### src/rtl/crros_pkg.sv
`timescale 1ns / 1ps

package crros_pkg;

   localparam int RANK_W       = 4;
   localparam int ACTIVE_W     = 5;
   localparam int THREAD_W     = 9;
   localparam int MIN_JOBS_W   = 10;
   localparam int DATA_W       = 16;
   localparam int THRESH_W     = 19;
   localparam int THRESH_FLOOR = 20;
   localparam int CMD_W        = 2;
   localparam int CSR_INDEX_W  = 2;
   localparam int CSR_DATA_W   = 10;

   localparam logic [CMD_W-1:0] CMD_SET        = 2'd0;
   localparam logic [CMD_W-1:0] CMD_RELOAD     = 2'd1;
   localparam logic [CMD_W-1:0] CMD_SELECT     = 2'd2;
   localparam logic [CMD_W-1:0] CMD_READ_CLEAR = 2'd3;

   localparam logic [CSR_INDEX_W-1:0] CSR_OWN_RANK     = 2'd0;
   localparam logic [CSR_INDEX_W-1:0] CSR_ACTIVE_RANKS = 2'd1;
   localparam logic [CSR_INDEX_W-1:0] CSR_THREAD_COUNT = 2'd2;
   localparam logic [CSR_INDEX_W-1:0] CSR_MIN_JOBS     = 2'd3;

   localparam logic [RANK_W-1:0]     OWN_RANK_RST     = 4'd0;
   localparam logic [ACTIVE_W-1:0]   ACTIVE_RANKS_RST = 5'd16;
   localparam logic [THREAD_W-1:0]   THREAD_COUNT_RST = 9'd1;
   localparam logic [MIN_JOBS_W-1:0] MIN_JOBS_RST     = 10'd1;

   typedef struct packed {
      logic [RANK_W-1:0]   own_rank;
      logic [ACTIVE_W-1:0] active_ranks;
      logic [THRESH_W-1:0] threshold;
   } cfg_type;

   typedef struct packed {
      logic quota_we;
      logic credit_we;
      logic skip_we;
   } tbl_we_type;

endpackage

### src/rtl/crros_req_if.sv
`timescale 1ns / 1ps

interface crros_req_if;
   logic                                valid;
   logic                                ready;
   logic [crros_pkg::CMD_W-1:0]         command;
   logic [crros_pkg::RANK_W-1:0]        rank;
   logic signed [crros_pkg::DATA_W-1:0] value;
   logic [crros_pkg::DATA_W-1:0]        waiting_jobs;

   modport source(output valid, command, rank, value, waiting_jobs, input ready);
   modport sink(input valid, command, rank, value, waiting_jobs, output ready);
endinterface

### src/rtl/crros_rsp_if.sv
`timescale 1ns / 1ps

interface crros_rsp_if;
   logic                         valid;
   logic                         ready;
   logic                         offload;
   logic [crros_pkg::RANK_W-1:0] victim_rank;
   logic [crros_pkg::DATA_W-1:0] skip_count;

   modport source(output valid, offload, victim_rank, skip_count, input ready);
   modport sink(input valid, offload, victim_rank, skip_count, output ready);
endinterface

### src/rtl/crros_csr_if.sv
`timescale 1ns / 1ps

interface crros_csr_if;
   logic                              valid;
   logic                              ready;
   logic [crros_pkg::CSR_INDEX_W-1:0] index;
   logic [crros_pkg::CSR_DATA_W-1:0]  data;

   modport source(output valid, index, data, input ready);
   modport sink(input valid, index, data, output ready);
endinterface

### src/rtl/crros_cfg.sv
`timescale 1ns / 1ps

module crros_cfg (
   input  logic               clock,
   input  logic               reset,
   crros_csr_if.sink          csr_ch,
   output crros_pkg::cfg_type cfg
);

   localparam int RW = crros_pkg::RANK_W;
   localparam int AW = crros_pkg::ACTIVE_W;
   localparam int HW = crros_pkg::THREAD_W;
   localparam int MW = crros_pkg::MIN_JOBS_W;
   localparam int TW = crros_pkg::THRESH_W;
   localparam logic [TW-1:0] FLOOR = TW'(crros_pkg::THRESH_FLOOR);

   logic [RW-1:0] own_ff, own_in;
   logic [AW-1:0] active_ff, active_in;
   logic [HW-1:0] thread_ff, thread_in;
   logic [MW-1:0] min_jobs_ff, min_jobs_in;
   logic [TW-1:0] thresh_ff, thresh_in;
   logic [HW-1:0] factor;
   logic [TW-1:0] prod;
   logic [TW-1:0] sum;
   logic          wr;

   assign csr_ch.ready = 1'b1;
   assign wr = csr_ch.valid && csr_ch.ready;

   always_comb begin
      own_in      = own_ff;
      active_in   = active_ff;
      thread_in   = thread_ff;
      min_jobs_in = min_jobs_ff;
      if (wr) begin
         unique case (csr_ch.index)
            crros_pkg::CSR_OWN_RANK:     own_in      = csr_ch.data[RW-1:0];
            crros_pkg::CSR_ACTIVE_RANKS: active_in   = csr_ch.data[AW-1:0];
            crros_pkg::CSR_THREAD_COUNT: thread_in   = csr_ch.data[HW-1:0];
            crros_pkg::CSR_MIN_JOBS:     min_jobs_in = csr_ch.data[MW-1:0];
         endcase
      end
   end

   // threshold = max(1 + max(1, threads - 1) * min_jobs, floor)
   assign factor    = (thread_ff > HW'(1)) ? thread_ff - HW'(1) : HW'(1);
   assign prod      = TW'(factor) * TW'(min_jobs_ff);
   assign sum       = prod + TW'(1);
   assign thresh_in = (sum < FLOOR) ? FLOOR : sum;

   always_ff @(posedge clock) begin
      if (reset) begin
         own_ff      <= crros_pkg::OWN_RANK_RST;
         active_ff   <= crros_pkg::ACTIVE_RANKS_RST;
         thread_ff   <= crros_pkg::THREAD_COUNT_RST;
         min_jobs_ff <= crros_pkg::MIN_JOBS_RST;
         thresh_ff   <= FLOOR;
      end else begin
         own_ff      <= own_in;
         active_ff   <= active_in;
         thread_ff   <= thread_in;
         min_jobs_ff <= min_jobs_in;
         thresh_ff   <= thresh_in;
      end
   end

   always_comb begin
      cfg.own_rank     = own_ff;
      cfg.active_ranks = active_ff;
      cfg.threshold    = thresh_ff;
   end

endmodule

### src/rtl/crros_tables.sv
`timescale 1ns / 1ps

module crros_tables #(
   parameter int MAX_RANKS = 16,
   localparam int IW = $clog2(MAX_RANKS)
) (
   input  logic                         clock,
   input  crros_pkg::tbl_we_type        tbl_we,
   input  logic [IW-1:0]                tbl_waddr,
   input  logic [IW-1:0]                tbl_raddr,
   input  logic [crros_pkg::DATA_W-1:0] tbl_wdata,
   output logic [crros_pkg::DATA_W-1:0] quota_rdata,
   output logic [crros_pkg::DATA_W-1:0] credit_rdata,
   output logic [crros_pkg::DATA_W-1:0] skip_rdata
);

   localparam int DW = crros_pkg::DATA_W;

   logic [DW-1:0] quota_mem  [MAX_RANKS];
   logic [DW-1:0] credit_mem [MAX_RANKS];
   logic [DW-1:0] skip_mem   [MAX_RANKS];
   logic [DW-1:0] quota_rd_ff;
   logic [DW-1:0] credit_rd_ff;
   logic [DW-1:0] skip_rd_ff;

   always_ff @(posedge clock) begin
      if (tbl_we.quota_we) begin
         quota_mem[tbl_waddr] <= tbl_wdata;
      end
      quota_rd_ff <= quota_mem[tbl_raddr];
   end

   always_ff @(posedge clock) begin
      if (tbl_we.credit_we) begin
         credit_mem[tbl_waddr] <= tbl_wdata;
      end
      credit_rd_ff <= credit_mem[tbl_raddr];
   end

   always_ff @(posedge clock) begin
      if (tbl_we.skip_we) begin
         skip_mem[tbl_waddr] <= tbl_wdata;
      end
      skip_rd_ff <= skip_mem[tbl_raddr];
   end

   assign quota_rdata  = quota_rd_ff;
   assign credit_rdata = credit_rd_ff;
   assign skip_rdata   = skip_rd_ff;

endmodule

### src/rtl/crros_seq.sv
`timescale 1ns / 1ps

module crros_seq #(
   parameter int MAX_RANKS = 16,
   localparam int IW = $clog2(MAX_RANKS)
) (
   input  logic                         clock,
   input  logic                         reset,
   input  crros_pkg::cfg_type           cfg,
   crros_req_if.sink                    req_ch,
   crros_rsp_if.source                  rsp_ch,
   output crros_pkg::tbl_we_type        tbl_we,
   output logic [IW-1:0]                tbl_waddr,
   output logic [IW-1:0]                tbl_raddr,
   output logic [crros_pkg::DATA_W-1:0] tbl_wdata,
   input  logic [crros_pkg::DATA_W-1:0] quota_rdata,
   input  logic [crros_pkg::DATA_W-1:0] credit_rdata,
   input  logic [crros_pkg::DATA_W-1:0] skip_rdata
);

   localparam int RW = crros_pkg::RANK_W;
   localparam int DW = crros_pkg::DATA_W;
   localparam int TW = crros_pkg::THRESH_W;
   localparam int NW = ($clog2(MAX_RANKS + 1) > crros_pkg::ACTIVE_W) ?
                       $clog2(MAX_RANKS + 1) : crros_pkg::ACTIVE_W;
   localparam logic [NW-1:0] MAX_NW  = NW'(MAX_RANKS);
   localparam logic [NW-1:0] LAST_NW = NW'(MAX_RANKS - 1);

   localparam logic [3:0] ST_CLEAR     = 4'd0;
   localparam logic [3:0] ST_IDLE      = 4'd1;
   localparam logic [3:0] ST_SET       = 4'd2;
   localparam logic [3:0] ST_RELOAD    = 4'd3;
   localparam logic [3:0] ST_SEL_START = 4'd4;
   localparam logic [3:0] ST_SCAN      = 4'd5;
   localparam logic [3:0] ST_SKIP_RD   = 4'd6;
   localparam logic [3:0] ST_SKIP_WR   = 4'd7;
   localparam logic [3:0] ST_RC_RD     = 4'd8;
   localparam logic [3:0] ST_RC_WR     = 4'd9;
   localparam logic [3:0] ST_DONE      = 4'd10;

   logic [3:0]           state_ff, state_in;
   logic [RW-1:0]        rank_ff, rank_in;
   logic signed [DW-1:0] value_ff, value_in;
   logic [DW-1:0]        waiting_ff, waiting_in;
   logic [NW-1:0]        n_ff, n_in;
   logic [NW-1:0]        cnt_ff, cnt_in;
   logic [IW-1:0]        p_ff, p_in;
   logic [IW-1:0]        rr_ff, rr_in;
   logic [IW-1:0]        pick_ff, pick_in;
   logic                 found_ff, found_in;
   logic                 wr_pend_ff, wr_pend_in;
   logic                 res_offload_ff, res_offload_in;
   logic [RW-1:0]        res_victim_ff, res_victim_in;
   logic [DW-1:0]        res_skip_ff, res_skip_in;
   logic                 rsp_vld_ff, rsp_vld_in;
   logic                 rsp_offload_ff, rsp_offload_in;
   logic [RW-1:0]        rsp_victim_ff, rsp_victim_in;
   logic [DW-1:0]        rsp_skip_ff, rsp_skip_in;

   logic          accept;
   logic          rsp_free;
   logic [NW-1:0] act_nw;
   logic [NW-1:0] n_calc;
   logic [NW-1:0] own_nw;
   logic [NW-1:0] rank_nw;
   logic [NW-1:0] p_nw;
   logic [NW-1:0] pick_nw;
   logic [NW-1:0] p_next_nw;
   logic [NW-1:0] target_nw;
   logic [IW-1:0] nxt_p;
   logic [IW-1:0] p_start;
   logic          hit;
   logic          cancel;

   assign req_ch.ready = (state_ff == ST_IDLE);
   assign accept       = req_ch.valid && req_ch.ready;
   assign rsp_free     = !rsp_vld_ff || rsp_ch.ready;

   assign act_nw  = NW'(cfg.active_ranks);
   assign n_calc  = (act_nw == '0) ? NW'(1) : ((act_nw > MAX_NW) ? MAX_NW : act_nw);
   assign own_nw  = NW'(cfg.own_rank);
   assign rank_nw = NW'(rank_ff);
   assign p_nw    = NW'(p_ff);
   assign pick_nw = NW'(pick_ff);

   assign p_next_nw = p_nw + NW'(1);
   assign nxt_p     = (p_next_nw == n_ff) ? '0 : p_next_nw[IW-1:0];
   assign p_start   = (NW'(rr_ff) < n_ff) ? rr_ff : '0;

   // credit test of the scan unit: remote target with positive credit
   assign hit       = (p_nw != own_nw) && ($signed(credit_rdata) > 0);
   assign cancel    = TW'(waiting_ff) < cfg.threshold;
   assign target_nw = found_ff ? pick_nw : own_nw;

   always_comb begin
      state_in       = state_ff;
      rank_in        = rank_ff;
      value_in       = value_ff;
      waiting_in     = waiting_ff;
      n_in           = n_ff;
      cnt_in         = cnt_ff;
      p_in           = p_ff;
      rr_in          = rr_ff;
      pick_in        = pick_ff;
      found_in       = found_ff;
      wr_pend_in     = wr_pend_ff;
      res_offload_in = res_offload_ff;
      res_victim_in  = res_victim_ff;
      res_skip_in    = res_skip_ff;
      rsp_vld_in     = rsp_vld_ff && !rsp_ch.ready;
      rsp_offload_in = rsp_offload_ff;
      rsp_victim_in  = rsp_victim_ff;
      rsp_skip_in    = rsp_skip_ff;
      tbl_we         = '0;
      tbl_waddr      = p_ff;
      tbl_raddr      = p_ff;
      tbl_wdata      = '0;

      unique case (state_ff)
         ST_CLEAR: begin
            tbl_we    = '{quota_we: 1'b1, credit_we: 1'b1, skip_we: 1'b1};
            tbl_waddr = cnt_ff[IW-1:0];
            if (cnt_ff == LAST_NW) begin
               cnt_in   = '0;
               state_in = ST_IDLE;
            end else begin
               cnt_in = cnt_ff + NW'(1);
            end
         end
         ST_IDLE: begin
            if (accept) begin
               rank_in    = req_ch.rank;
               value_in   = req_ch.value;
               waiting_in = req_ch.waiting_jobs;
               n_in       = n_calc;
               cnt_in     = '0;
               wr_pend_in = 1'b0;
               found_in   = 1'b0;
               unique case (req_ch.command)
                  crros_pkg::CMD_SET:        state_in = ST_SET;
                  crros_pkg::CMD_RELOAD:     state_in = ST_RELOAD;
                  crros_pkg::CMD_SELECT:     state_in = ST_SEL_START;
                  crros_pkg::CMD_READ_CLEAR: state_in = ST_RC_RD;
               endcase
            end
         end
         ST_SET: begin
            if (rank_nw < MAX_NW) begin
               tbl_we.quota_we = 1'b1;
               tbl_waddr       = rank_nw[IW-1:0];
            end
            tbl_wdata      = value_ff;
            res_offload_in = 1'b0;
            res_victim_in  = cfg.own_rank;
            res_skip_in    = '0;
            state_in       = ST_DONE;
         end
         ST_RELOAD: begin
            // read quota at cnt, write credit one entry behind
            if (wr_pend_ff && (p_nw != own_nw)) begin
               tbl_we.credit_we = 1'b1;
               tbl_waddr        = p_ff;
               tbl_wdata        = quota_rdata;
            end
            if (cnt_ff < n_ff) begin
               tbl_raddr  = cnt_ff[IW-1:0];
               p_in       = cnt_ff[IW-1:0];
               wr_pend_in = 1'b1;
               cnt_in     = cnt_ff + NW'(1);
            end else begin
               wr_pend_in = 1'b0;
               if (!wr_pend_ff) begin
                  res_offload_in = 1'b0;
                  res_victim_in  = cfg.own_rank;
                  res_skip_in    = '0;
                  state_in       = ST_DONE;
               end
            end
         end
         ST_SEL_START: begin
            tbl_raddr = p_start;
            p_in      = p_start;
            state_in  = ST_SCAN;
         end
         ST_SCAN: begin
            // next entry is read ahead while this one is charged or cleared
            tbl_raddr        = nxt_p;
            tbl_we.credit_we = 1'b1;
            tbl_waddr        = p_ff;
            if (hit) begin
               tbl_wdata = credit_rdata - DW'(1);
               pick_in   = p_ff;
               found_in  = 1'b1;
               rr_in     = nxt_p;
               state_in  = ST_SKIP_RD;
            end else begin
               tbl_wdata = '0;
               p_in      = nxt_p;
               cnt_in    = cnt_ff + NW'(1);
               if (cnt_ff + NW'(1) == n_ff) begin
                  rr_in    = nxt_p;
                  state_in = ST_SKIP_RD;
               end
            end
         end
         ST_SKIP_RD: begin
            tbl_raddr   = target_nw[IW-1:0];
            res_skip_in = '0;
            if (cancel) begin
               res_offload_in = 1'b0;
               res_victim_in  = cfg.own_rank;
               if (target_nw < MAX_NW) begin
                  p_in     = target_nw[IW-1:0];
                  state_in = ST_SKIP_WR;
               end else begin
                  state_in = ST_DONE;
               end
            end else begin
               res_offload_in = found_ff;
               res_victim_in  = found_ff ? pick_nw[RW-1:0] : cfg.own_rank;
               state_in       = ST_DONE;
            end
         end
         ST_SKIP_WR: begin
            tbl_we.skip_we = 1'b1;
            tbl_waddr      = p_ff;
            tbl_wdata      = (skip_rdata == '1) ? skip_rdata : skip_rdata + DW'(1);
            state_in       = ST_DONE;
         end
         ST_RC_RD: begin
            tbl_raddr      = rank_nw[IW-1:0];
            res_offload_in = 1'b0;
            res_victim_in  = cfg.own_rank;
            res_skip_in    = '0;
            state_in       = (rank_nw < MAX_NW) ? ST_RC_WR : ST_DONE;
         end
         ST_RC_WR: begin
            tbl_we.skip_we = 1'b1;
            tbl_waddr      = rank_nw[IW-1:0];
            tbl_wdata      = '0;
            res_skip_in    = skip_rdata;
            state_in       = ST_DONE;
         end
         ST_DONE: begin
            if (rsp_free) begin
               rsp_vld_in     = 1'b1;
               rsp_offload_in = res_offload_ff;
               rsp_victim_in  = res_victim_ff;
               rsp_skip_in    = res_skip_ff;
               state_in       = ST_IDLE;
            end
         end
         default: begin
            state_in = ST_IDLE;
         end
      endcase
   end

   always_ff @(posedge clock) begin
      if (reset) begin
         state_ff   <= ST_CLEAR;
         cnt_ff     <= '0;
         rr_ff      <= '0;
         found_ff   <= 1'b0;
         wr_pend_ff <= 1'b0;
         rsp_vld_ff <= 1'b0;
      end else begin
         state_ff   <= state_in;
         cnt_ff     <= cnt_in;
         rr_ff      <= rr_in;
         found_ff   <= found_in;
         wr_pend_ff <= wr_pend_in;
         rsp_vld_ff <= rsp_vld_in;
      end
   end

   always_ff @(posedge clock) begin
      rank_ff        <= rank_in;
      value_ff       <= value_in;
      waiting_ff     <= waiting_in;
      n_ff           <= n_in;
      p_ff           <= p_in;
      pick_ff        <= pick_in;
      res_offload_ff <= res_offload_in;
      res_victim_ff  <= res_victim_in;
      res_skip_ff    <= res_skip_in;
      rsp_offload_ff <= rsp_offload_in;
      rsp_victim_ff  <= rsp_victim_in;
      rsp_skip_ff    <= rsp_skip_in;
   end

   assign rsp_ch.valid       = rsp_vld_ff;
   assign rsp_ch.offload     = rsp_offload_ff;
   assign rsp_ch.victim_rank = rsp_victim_ff;
   assign rsp_ch.skip_count  = rsp_skip_ff;

endmodule

### src/rtl/credit_round_robin_offload_selector_top.sv
`timescale 1ns / 1ps

// Credit-based round-robin offload target selector. Each request item carries one command:
// set a target's quota, reload the remote targets' credits from the quotas, select a target, or read and
// clear a target's skip counter; every item gives exactly one response item. The quota,
// credit and skip tables are single-write, registered-read memories of MAX_RANKS entries.
// After reset a clearing pass writes zero to all three tables, one entry per cycle, during
// which no request item is accepted; configuration writes are taken at any time. One item
// is worked on at a time, and each command ends by handing its result to the output
// register: set writes the quota, read-clear reads and then clears the skip counter, reload
// copies the quotas into the remote credits, and select scans the credits and may then bump
// a skip counter. The scan and reload loops handle one table entry per cycle through the
// tables' one read port, the scan also through the credit compare and decrement unit. The
// next item is accepted while a finished response still waits in the output register.
module credit_round_robin_offload_selector_top #(
   parameter int MAX_RANKS = 16
) (
   input  logic          clock,
   input  logic          reset,
   crros_req_if.sink     req_ch,
   crros_rsp_if.source   rsp_ch,
   crros_csr_if.sink     csr_ch
);

   localparam int IW = $clog2(MAX_RANKS);
   localparam int DW = crros_pkg::DATA_W;

   crros_pkg::cfg_type    cfg;
   crros_pkg::tbl_we_type tbl_we;
   logic [IW-1:0]         tbl_waddr;
   logic [IW-1:0]         tbl_raddr;
   logic [DW-1:0]         tbl_wdata;
   logic [DW-1:0]         quota_rdata;
   logic [DW-1:0]         credit_rdata;
   logic [DW-1:0]         skip_rdata;

   crros_cfg u_cfg (
      .clock  (clock),
      .reset  (reset),
      .csr_ch (csr_ch),
      .cfg    (cfg)
   );

   crros_tables #(
      .MAX_RANKS (MAX_RANKS)
   ) u_tables (
      .clock        (clock),
      .tbl_we       (tbl_we),
      .tbl_waddr    (tbl_waddr),
      .tbl_raddr    (tbl_raddr),
      .tbl_wdata    (tbl_wdata),
      .quota_rdata  (quota_rdata),
      .credit_rdata (credit_rdata),
      .skip_rdata   (skip_rdata)
   );

   crros_seq #(
      .MAX_RANKS (MAX_RANKS)
   ) u_seq (
      .clock        (clock),
      .reset        (reset),
      .cfg          (cfg),
      .req_ch       (req_ch),
      .rsp_ch       (rsp_ch),
      .tbl_we       (tbl_we),
      .tbl_waddr    (tbl_waddr),
      .tbl_raddr    (tbl_raddr),
      .tbl_wdata    (tbl_wdata),
      .quota_rdata  (quota_rdata),
      .credit_rdata (credit_rdata),
      .skip_rdata   (skip_rdata)
   );

   a_busy_after_accept: assert property (@(posedge clock) disable iff (reset)
      req_ch.valid && req_ch.ready |=> !req_ch.ready)
      else $error("request accepted while an item is in progress");

   a_clear_after_reset: assert property (@(posedge clock) disable iff (reset)
      $past(reset) |-> !req_ch.ready)
      else $error("request taken before table clear");

   a_offload_no_skip: assert property (@(posedge clock) disable iff (reset)
      rsp_ch.valid && rsp_ch.offload |-> rsp_ch.skip_count == '0)
      else $error("offload response carries a skip count");

   a_no_write_collision: assert property (@(posedge clock) disable iff (reset)
      tbl_we.credit_we |-> !tbl_we.skip_we || tbl_we.quota_we)
      else $error("credit and skip written outside the clear pass");

endmodule
### src/flat_wrapper.sv
// flat-port wrapper written by rule: the top's interface ports become plain ports
module credit_round_robin_offload_selector_top_flat 
#(
   parameter int MAX_RANKS = 16
)
  (clock, reset, req_ch_valid, req_ch_command, req_ch_rank, req_ch_value, req_ch_waiting_jobs, req_ch_ready, rsp_ch_valid, rsp_ch_offload, rsp_ch_victim_rank, rsp_ch_skip_count, rsp_ch_ready, csr_ch_valid, csr_ch_index, csr_ch_data, csr_ch_ready);
  crros_req_if req_ch_i ();
  crros_rsp_if rsp_ch_i ();
  crros_csr_if csr_ch_i ();
  input  logic clock;
  input  logic reset;
  input wire logic [$bits(req_ch_i.valid)-1:0] req_ch_valid;
  input wire logic [$bits(req_ch_i.command)-1:0] req_ch_command;
  input wire logic [$bits(req_ch_i.rank)-1:0] req_ch_rank;
  input wire logic [$bits(req_ch_i.value)-1:0] req_ch_value;
  input wire logic [$bits(req_ch_i.waiting_jobs)-1:0] req_ch_waiting_jobs;
  output wire logic [$bits(req_ch_i.ready)-1:0] req_ch_ready;
  output wire logic [$bits(rsp_ch_i.valid)-1:0] rsp_ch_valid;
  output wire logic [$bits(rsp_ch_i.offload)-1:0] rsp_ch_offload;
  output wire logic [$bits(rsp_ch_i.victim_rank)-1:0] rsp_ch_victim_rank;
  output wire logic [$bits(rsp_ch_i.skip_count)-1:0] rsp_ch_skip_count;
  input wire logic [$bits(rsp_ch_i.ready)-1:0] rsp_ch_ready;
  input wire logic [$bits(csr_ch_i.valid)-1:0] csr_ch_valid;
  input wire logic [$bits(csr_ch_i.index)-1:0] csr_ch_index;
  input wire logic [$bits(csr_ch_i.data)-1:0] csr_ch_data;
  output wire logic [$bits(csr_ch_i.ready)-1:0] csr_ch_ready;
  assign req_ch_i.valid = req_ch_valid;
  assign req_ch_i.command = req_ch_command;
  assign req_ch_i.rank = req_ch_rank;
  assign req_ch_i.value = req_ch_value;
  assign req_ch_i.waiting_jobs = req_ch_waiting_jobs;
  assign req_ch_ready = req_ch_i.ready;
  assign rsp_ch_valid = rsp_ch_i.valid;
  assign rsp_ch_offload = rsp_ch_i.offload;
  assign rsp_ch_victim_rank = rsp_ch_i.victim_rank;
  assign rsp_ch_skip_count = rsp_ch_i.skip_count;
  assign rsp_ch_i.ready = rsp_ch_ready;
  assign csr_ch_i.valid = csr_ch_valid;
  assign csr_ch_i.index = csr_ch_index;
  assign csr_ch_i.data = csr_ch_data;
  assign csr_ch_ready = csr_ch_i.ready;
  credit_round_robin_offload_selector_top #(.MAX_RANKS(MAX_RANKS)) u_core (.clock(clock), .reset(reset), .req_ch(req_ch_i), .rsp_ch(rsp_ch_i), .csr_ch(csr_ch_i));
endmodule
### config.mk
export PLATFORM = sky130hd
export DESIGN_NAME = credit_round_robin_offload_selector_top_flat
export DESIGN_NICKNAME = d
export VERILOG_FILES = /design/src/rtl/crros_pkg.sv /design/src/rtl/crros_req_if.sv /design/src/rtl/crros_rsp_if.sv /design/src/rtl/crros_csr_if.sv /design/src/rtl/crros_cfg.sv /design/src/rtl/crros_tables.sv /design/src/rtl/crros_seq.sv /design/src/rtl/credit_round_robin_offload_selector_top.sv /design/src/flat_wrapper.sv
export SDC_FILE = /design/constraint.sdc
export NUM_CORES = 2
export LEC_CHECK = 0
export ABC_CLOCK_PERIOD_IN_PS = 6800
export BUFFER_PORTS_ARGS = -buffer_cell sky130_fd_sc_hd__buf_2
export CAP_MARGIN = 20
export CORE_MARGIN = 2
export CORE_UTILIZATION = 50
export DETAILED_ROUTE_END_ITERATION = 10
export PLACE_DENSITY = 0.72
export SLEW_MARGIN = 20
export SYNTH_ARGS = -nofsm -noshare
export SYNTH_HDL_FRONTEND = slang
export SYNTH_SLANG_ARGS = --single-unit
### constraint.sdc
create_clock -name clock -period 6.8 [get_ports clock]
set_input_delay 0.34 -clock clock [delete_from_list [all_inputs] [get_ports clock]]
set_output_delay 0.34 -clock clock [all_outputs]
set_load 0.005 [all_outputs]
## Word level (Yosys, flattened, before mapping)

Memories as Yosys holds them, arrays and structs flattened. A register that Yosys moved wholly into a read port is not among the register bits.
Index checks and enable logic that the tools add are counted.

- Register bits: 154
- Latch bits: 0
- RAM bits: 768
- Bits in read-only memories: 0
- Input bits: 55
- Output and inout port bits: 24
- Word-level logic and storage cells: 181
- Memories: 3

- Add/sub/neg operators: 6
- Multiply operators: 1
- Divide/modulo/power cells: 0
- $lt $le $gt $ge: 9
- Equal/unequal tests: 32
- Shift operators: 0
- Multiplexer cells: 66
- Bitwise operators: 0
- Reductions and logical operators: 40

Memory list:

| memory | depth | width | read ports | clocked after memory_dff | wr ports | RTL line | RTL |
|---|---|---|---|---|---|---|---|
| u_core.u_tables.credit_mem | 16 | 16 | 1 | 1 | 1 | crros_tables.sv:20 | `logic [DW-1:0] credit_mem [MAX_RANKS];` |
| u_core.u_tables.quota_mem | 16 | 16 | 1 | 1 | 1 | crros_tables.sv:19 | `logic [DW-1:0] quota_mem [MAX_RANKS];` |
| u_core.u_tables.skip_mem | 16 | 16 | 1 | 1 | 1 | crros_tables.sv:21 | `logic [DW-1:0] skip_mem [MAX_RANKS];` |

Operator list:

| kind | number |
|---|---|
| $mux W4 | 23 |
| $mux W16 | 5 |
| $pmux W16 S4 | 1 |
| $pmux W16 S3 | 1 |
| $pmux W4 S9 | 1 |
| $pmux W4 S4 | 2 |
| $mux W5 | 5 |
| $pmux W4 S3 | 2 |
| $pmux W4 S5 | 1 |
| $pmux W5 S4 | 1 |
| $add A19 B1 Y19 const B | 1 |
| $lt A16 B19 Y1 | 1 |
| $lt A19 B5 Y1 const B | 1 |
| $mul A9 B10 Y19 | 1 |
| $ne A2 B2 Y1 const B | 9 |
| $reduce_and A2 Y1 | 9 |
| $mux W1 | 17 |
| $add A16 B1 Y16 const B | 1 |
| $eq A16 B16 Y1 const B | 1 |
| $eq A4 B3 Y1 const B | 4 |
| $gt A16 B1 Y1 const B | 1 |
| $sub A16 B1 Y16 const B | 1 |
| $eq A4 B4 Y1 const B | 3 |
| $eq A5 B5 Y1 | 2 |
| other kinds (34) | 60 |

## Depth between registers and ports, before layout

- Depth in word-level cells: 6
- Gate-level depth with buffers: 25
- Mapped depth without buffers: 25

## Hierarchy

A second synthesis with hierarchy kept.

- Cells, all modules: 2,451
- Area, all modules: 40,923.0 µm²

Modules (own cells, without submodules):

| module | instances | cells an instance | area each (µm²) |
|---|---|---|---|
| crros_tables | 1 | 1,290 | 29,863.6 |
| crros_seq | 1 | 584 | 6,143.4 |
| crros_cfg | 1 | 577 | 4,916.0 |

## Worst setup path before layout

No wires, ideal clock.

- Path kind: register to register
- Start: register u_core.u_cfg.thread_ff[0]
- End: register u_core.u_cfg.thresh_ff[2]
- Arrival time: 5.972 ns
- Data required time: 6.741 ns
- Path slack: 0.768 ns
- Cell stages (with the launch flop): 24
- Path buffers: 1
- Clock period less this slack: 6.032 ns
- Path through: dfxtp_1 nor3_1 a21oi_1 nor3_1 nand2b_1 clkbuf_1 nand2_1 fa_1 inv_1 fa_1 fa_1 inv_1 fa_1 inv_1 ha_1 inv_1 nor4_1 nor2_1 o21ai_0 xnor2_1 nand4_1 nand4b_1 nor4bb_1 or3_1

- Word-level cells in the longest chain between the ends: 6
- Elaborated cells on any way between the ends: 7
- Those cells by class: 2 x add/sub; 1 x mul; 2 x order compare; 1 x mux; 1 x reduce/logical

RTL lines:

| element | RTL line | RTL |
|---|---|---|
| start, declared | crros_cfg.sv:19 | `logic [HW-1:0] thread_ff, thread_in;` |
| start signal, assigned | crros_cfg.sv:55 | `thread_ff <= crros_pkg::THREAD_COUNT_RST;` |
| start signal, assigned | crros_cfg.sv:61 | `thread_ff <= thread_in;` |
| $sub A9 B1 Y9 / $gt A9 B1 Y1 (equally long branches) | crros_cfg.sv:46 | `assign factor = (thread_ff > HW'(1)) ? thread_ff - HW'(1) : HW'(1);` |
| $mux W9 * | crros_cfg.sv:46 |  |
| $mul A9 B10 Y19 * | crros_cfg.sv:47 | `assign prod = TW'(factor) * TW'(min_jobs_ff);` |
| $add A19 B1 Y19 * | crros_cfg.sv:48 | `assign sum = prod + TW'(1);` |
| $lt A19 B5 Y1 | crros_cfg.sv:49 | `assign thresh_in = (sum < FLOOR) ? FLOOR : sum;` |
| $reduce_or A2 Y1 (no source line) | - |  |
| end signal, assigned | crros_cfg.sv:63 | `thresh_ff <= thresh_in;` |
| end, declared | crros_cfg.sv:21 | `logic [TW-1:0] thresh_ff, thresh_in;` |

Mark *: on every way between the ends. The rest lies on a longest branch, timed or not.
A chain may end at the register's enable or synchronous reset.

## Worst setup path in the final report

- Start: register u_core.u_cfg.thread_ff[3]
- End: register u_core.u_cfg.thresh_ff[0]

Same word-level chain as after synthesis.

==> results.md <==
| Result | Reported |
| --- | --- |
| Final RePlAce weighted congestion | 0.913 |
| TritonCTS clock tree | yes |
| Biggest fanout along the worst timing path | 10 |
| Worst setup SP type | flip-flop |
| Synthesized area | 0.0425 mm² |
| Period utilisation layout | 93.5% |
| Syn Inst Count | 3419 |
| Cells traversed along the worst timing path | nor4_2 -> nand2b_1 -> nor3_1 -> buf_4 -> nand2b_1 -> nand2_1 -> fa_1 -> inv_1 -> fa_1 -> fa_1 -> inv_1 -> fa_1 -> inv_1 -> ha_1 -> inv_1 -> nor4_2 -> nor2_1 -> o21ai_0 -> xnor2_1 -> nand4_1 -> nand4b_1 -> nor4bb_1 -> buf_4 -> nor3_1 |
| Required time at the worst-slack endpoint | 7.30 ns |
| Register bit count reported by yosys | 970 |
| Timing startpoint of the critical path | u_core.u_cfg.thread_ff[3]$_SDFFE_PP0P_ |
| CP max-delay cell | fa_1 |
| Die Width | 296 µm |
| Max-capacitance violation count | 0 |
| Setup skew after layout | 0.0297 ns |
| Row cnt | 106 |
| Total chip power | 0.0122 W |
| Dominant combinational cell family by area after synthesis | simple AND/OR/NAND/NOR gates |
| Largest voltage drop on the vdd net | 0.185 mV |
| First drt pass iteration count | 6 |
| Avg Cell Area, Syn | 12.4 µm² |
| Area overhead of the layout relative to synthesis | 14.1% |
| Clock sink count | 970 |
| Final cell utilization of the core | 57.7% |
| Maximum clock rate | 157 MHz |
| Simple-gate share of the synthesized area | 15.9% |
| Vertical extent of the die | 296 µm |
| Final setup fails | 0 |
| Total via count in the routed design | 28200 |
| Sequential cell area fraction in the yosys report | 65.9% |
| First-pass GRT wire length | 168 mm |
| Switch Pwr | 0.00254 W |
| Final number of max-transition violations | 0 |
| Post-route DRC violation count | 0 |
| Total of buffers placed on input and output ports | 77 |
| Delay of the slowest cell on the worst path | 0.57 ns |
| Adder and majority gate portion of the synthesized area | 4.87% |
| Antenna violations before repair | 7 |
| Number of hold-slack violations in the final timing report | 0 |
| Worst r2r src | u_core.u_cfg.thread_ff[3]$_SDFFE_PP0P_ |
| Number of violations reported at the end of detailed-routing iteration 0 | 3625 |
| Status | completed |
| Power share of the sequential group | 54.0% |
| Most frequently used flop master after synthesis | edfxtp_1 |
| RSZ-0062 raised after global routing | no |
| Clock edge transition at the registers on the reported setup and hold paths | 0.07 ns |
| Routed wire length | 112 mm |
| Max Root-Sink Buffers | 3 |
| Compound-gate portion of the synthesized area | 6.56% |
| EDFF count, synth | 859 |
| Share of final-layout standard cells stronger than drive strength 1 | 12.3% |
| Warning count from the yosys run | 0 |
| Vias per Instance | 5.90 |
| Leftover overflow at the end of global routing | 0 |
| Slew headroom | 27.7% |
| Share of async-settable or async-resettable flops after synthesis | 0% |
| Post-synthesis net count | 3606 |
| Io pins | 79 |
| Hold wc startpoint | req_ch_valid |
| Root Buffer Master | clkbuf_16 |
| Starting Density | 50.6% |
| Pin slew with the least headroom to its limit | 1.08 ns |
| Kind of path behind the tightest hold check | in2reg |
| Clock buffer count from CTS | 95 |
| Distinct cell type count after synthesis | 75 |
| Proportion of synthesized area in mux cells | 2.51% |
| Endpoint kind of the worst setup timing path | flip-flop |
| Finished Layout Cells | 4780 |
| Cell count after placement | 4550 |
| Final HPWL from detailed placement | 66.5 mm |
| Class of the most critical setup path | reg2reg |
| Number of global-route vias before repair | 27300 |
| Critical path arrival | 6.86 ns |
| Power Internal | 0.00965 W |
| Switching portion of total power | 20.8% |
| Clock network fraction of total power | 43.3% |
| Post-synthesis share of cell area spent on xor and xnor gates | 1.15% |
| Final net count | 3747 |
| Flop2flop setup slack | 0.44 ns |
| Period minus WS final | 6.36 ns |
| Wire per inst | 23.3 µm |
| Remaining antenna violation count after routing | 0 |
| GRT Util Overall | 25.7% |
| Pin count of the biggest net entering global routing | 150 |
| Power per cell area | 251 mW/mm² |
| Leakage power of the design | 18.0 nW |
| Area of the die | 0.0874 mm² |
| Combinational Power Share | 2.8% |
| Clock insertion delay at the later pin of the skew report | 0.67 ns |
| H-tree depth | 3 |
| Area of the core region | 0.0840 mm² |
| Setup tns final | 0 ns |
## cell type report
cell class                 count  area [µm²]
fill                        6512       35500
sequential                   970       28000
clock inverter                63         622
clock buffer                 117        2540
multi-input combinational   2144       13600
tap                         1134        1420
inverter                     117         439
antenna                        3        7.51
timing repair buffer         232        1820
## registers in the layout, summed over array words and instances, names as in the netlist, 5 cells and up
register,flops
u_core.u_seq.res_skip_ff,16
u_core.u_tables.credit_mem,256
u_core.u_seq.cnt_ff,5
u_core.u_seq.value_ff,16
u_core.u_tables.credit_rdata,16
u_core.u_cfg.min_jobs_ff,10
u_core.u_seq.rsp_ch.skip_count,16
u_core.u_cfg.thresh_ff,19
u_core.u_seq.n_ff,5
u_core.u_tables.skip_rdata,16
u_core.u_cfg.active_ff,5
u_core.u_tables.skip_mem,256
u_core.u_cfg.thread_ff,9
u_core.u_seq.waiting_ff,16
u_core.u_tables.quota_mem,256
u_core.u_tables.quota_rdata,16
## layer usage
metal | share of wire, % | vias to the layer above | global-route usage (%) | wire [µm]
li1 | - | 12700 | - | -
met1 | 40 | 13800 | 35.9 | 45000
met2 | 46 | 1456 | 40.4 | 51200
met3 | 10 | 213 | 4.27 | 11300
met4 | 3.6 | 4 | 10.0 | 3960
met5 | 0.028 | - | 0 | 31
## final timing paths
check / to / cells after the start
worst max register to register: u_core.u_cfg.thresh_ff[0]$_SDFF_PP0_ / 24
worst max-delay path: u_core.u_cfg.thresh_ff[0]$_SDFF_PP0_ / 24
worst min-delay path: u_core.u_seq.wr_pend_ff$_SDFFE_PP0P_ / 4
worst min register to register: u_core.u_seq.rsp_ch.skip_count[2]$_DFFE_PP_ / 0
## cells in the mapped netlist, drive strengths merged (5+ instances only)
| master | count | share of area [%] |
|---|---|---|
| edfxtp | 859 | 61 |
| nand2 | 785 | 6.9 |
| nand3 | 354 | 4.2 |
| inv | 117 | 1.0 |
| nor2 | 112 | 1.0 |
| dfxtp | 111 | 5.2 |
| mux2i | 102 | 2.4 |
| buf | 95 | 1.2 |
| clkbuf | 93 | 0.82 |
| ha | 76 | 2.2 |
| and2 | 68 | 1.0 |
| a32oi | 61 | 1.3 |
| a21oi | 60 | 0.71 |
| fa | 56 | 2.6 |
| nor3 | 52 | 0.64 |
| o21ai | 42 | 0.49 |
| a221o | 36 | 0.85 |
| a221oi | 36 | 1.2 |
| xor2 | 35 | 0.72 |
| a31oi | 25 | 0.37 |
| nand2b | 25 | 0.37 |
| nor2b | 25 | 0.37 |
| xnor2 | 21 | 0.43 |
| nand3b | 19 | 0.34 |
| a222oi | 16 | 0.38 |
| a21o | 13 | 0.23 |
| or3 | 13 | 0.19 |
| nand4 | 10 | 0.15 |
| and3 | 9 | 0.13 |
| nor4 | 8 | 0.12 |
| or2 | 7 | 0.10 |
| a211oi | 6 | 0.12 |
| o31ai | 6 | 0.12 |
| o21a | 5 | 0.088 |
## per-stage QoR
step / cell area, µm² / hold WS (ns) / setup slack [ns]
after CTS: 48400 / 0.0741 / 0.387
after detailed placement: 44800 / 0.405 / 0.452
after global placement: 44800 / 0.401 / 0.581
final: 48500 / 0.122 / 0.440
after floorplan: 42500 / 0.400 / 0.768
after global routing: 48500 / 0.131 / 0.109
## cell usage in the layout, fill, tap and decap left out, drive strengths merged, types with 16 or more instances in the layout
cell / instances
edfxtp: 859
nand2: 785
nand3: 354
buf: 186
inv: 124
clkbuf: 117
nor2: 112
dfxtp: 111
mux2i: 102
ha: 76
and2: 68
a32oi: 61
a21oi: 60
fa: 56
nor3: 52
dlygate4sd3: 46
clkinv: 45
o21ai: 42
a221o: 36
a221oi: 36
xor2: 35
a31oi: 25
nand2b: 25
nor2b: 25
xnor2: 21
nand3b: 19
a222oi: 16
## critical path: cells and delay by family (launching register included)
kind / cells / cell delay [ns]
buffers and inverters: 6 / 0.62
DFF: 1 / 0.37
AOI/OAI and AO/OA: 1 / 0.21
adders and majority gates: 5 / 2.45
xor gates and xnor gates: 1 / 0.18
and+or+nand+nor: 11 / 2.37
## power groups by stage
stage               Clock, W  Sequential, W  Combinational (W)
floorplan                  0        0.00669           0.000191
global placement           0        0.00670           0.000309
detailed placement         0        0.00670           0.000315
CTS                  0.00532        0.00657           0.000338
global route         0.00555        0.00658           0.000374
finish               0.00527        0.00658           0.000340
## cell families (layout without fill, tap and decap cells)
family / after synthesis / count (layout)
other: 1 / 4
muxes: 106 / 106
xor gates and xnor gates: 56 / 56
DFF: 970 / 970
adders and majority gates: 132 / 132
AOI/OAI and AO/OA: 342 / 342
buffers and inverters: 305 / 529
and+or+nand+nor: 1507 / 1507
## repair_timing
| item | 4_1_cts | 5_1_grt |
|---|---|---|
| hold buffers | 46 | 0 |
| resized for setup | 0 | 2 |
| setup buffers | 0 | 0 |
| endpoints found under the hold margin | 64 | 0 |
| endpoints found under the setup margin | 0 | 5 |
No activity file was read; power rests on OpenSTA's default activity.
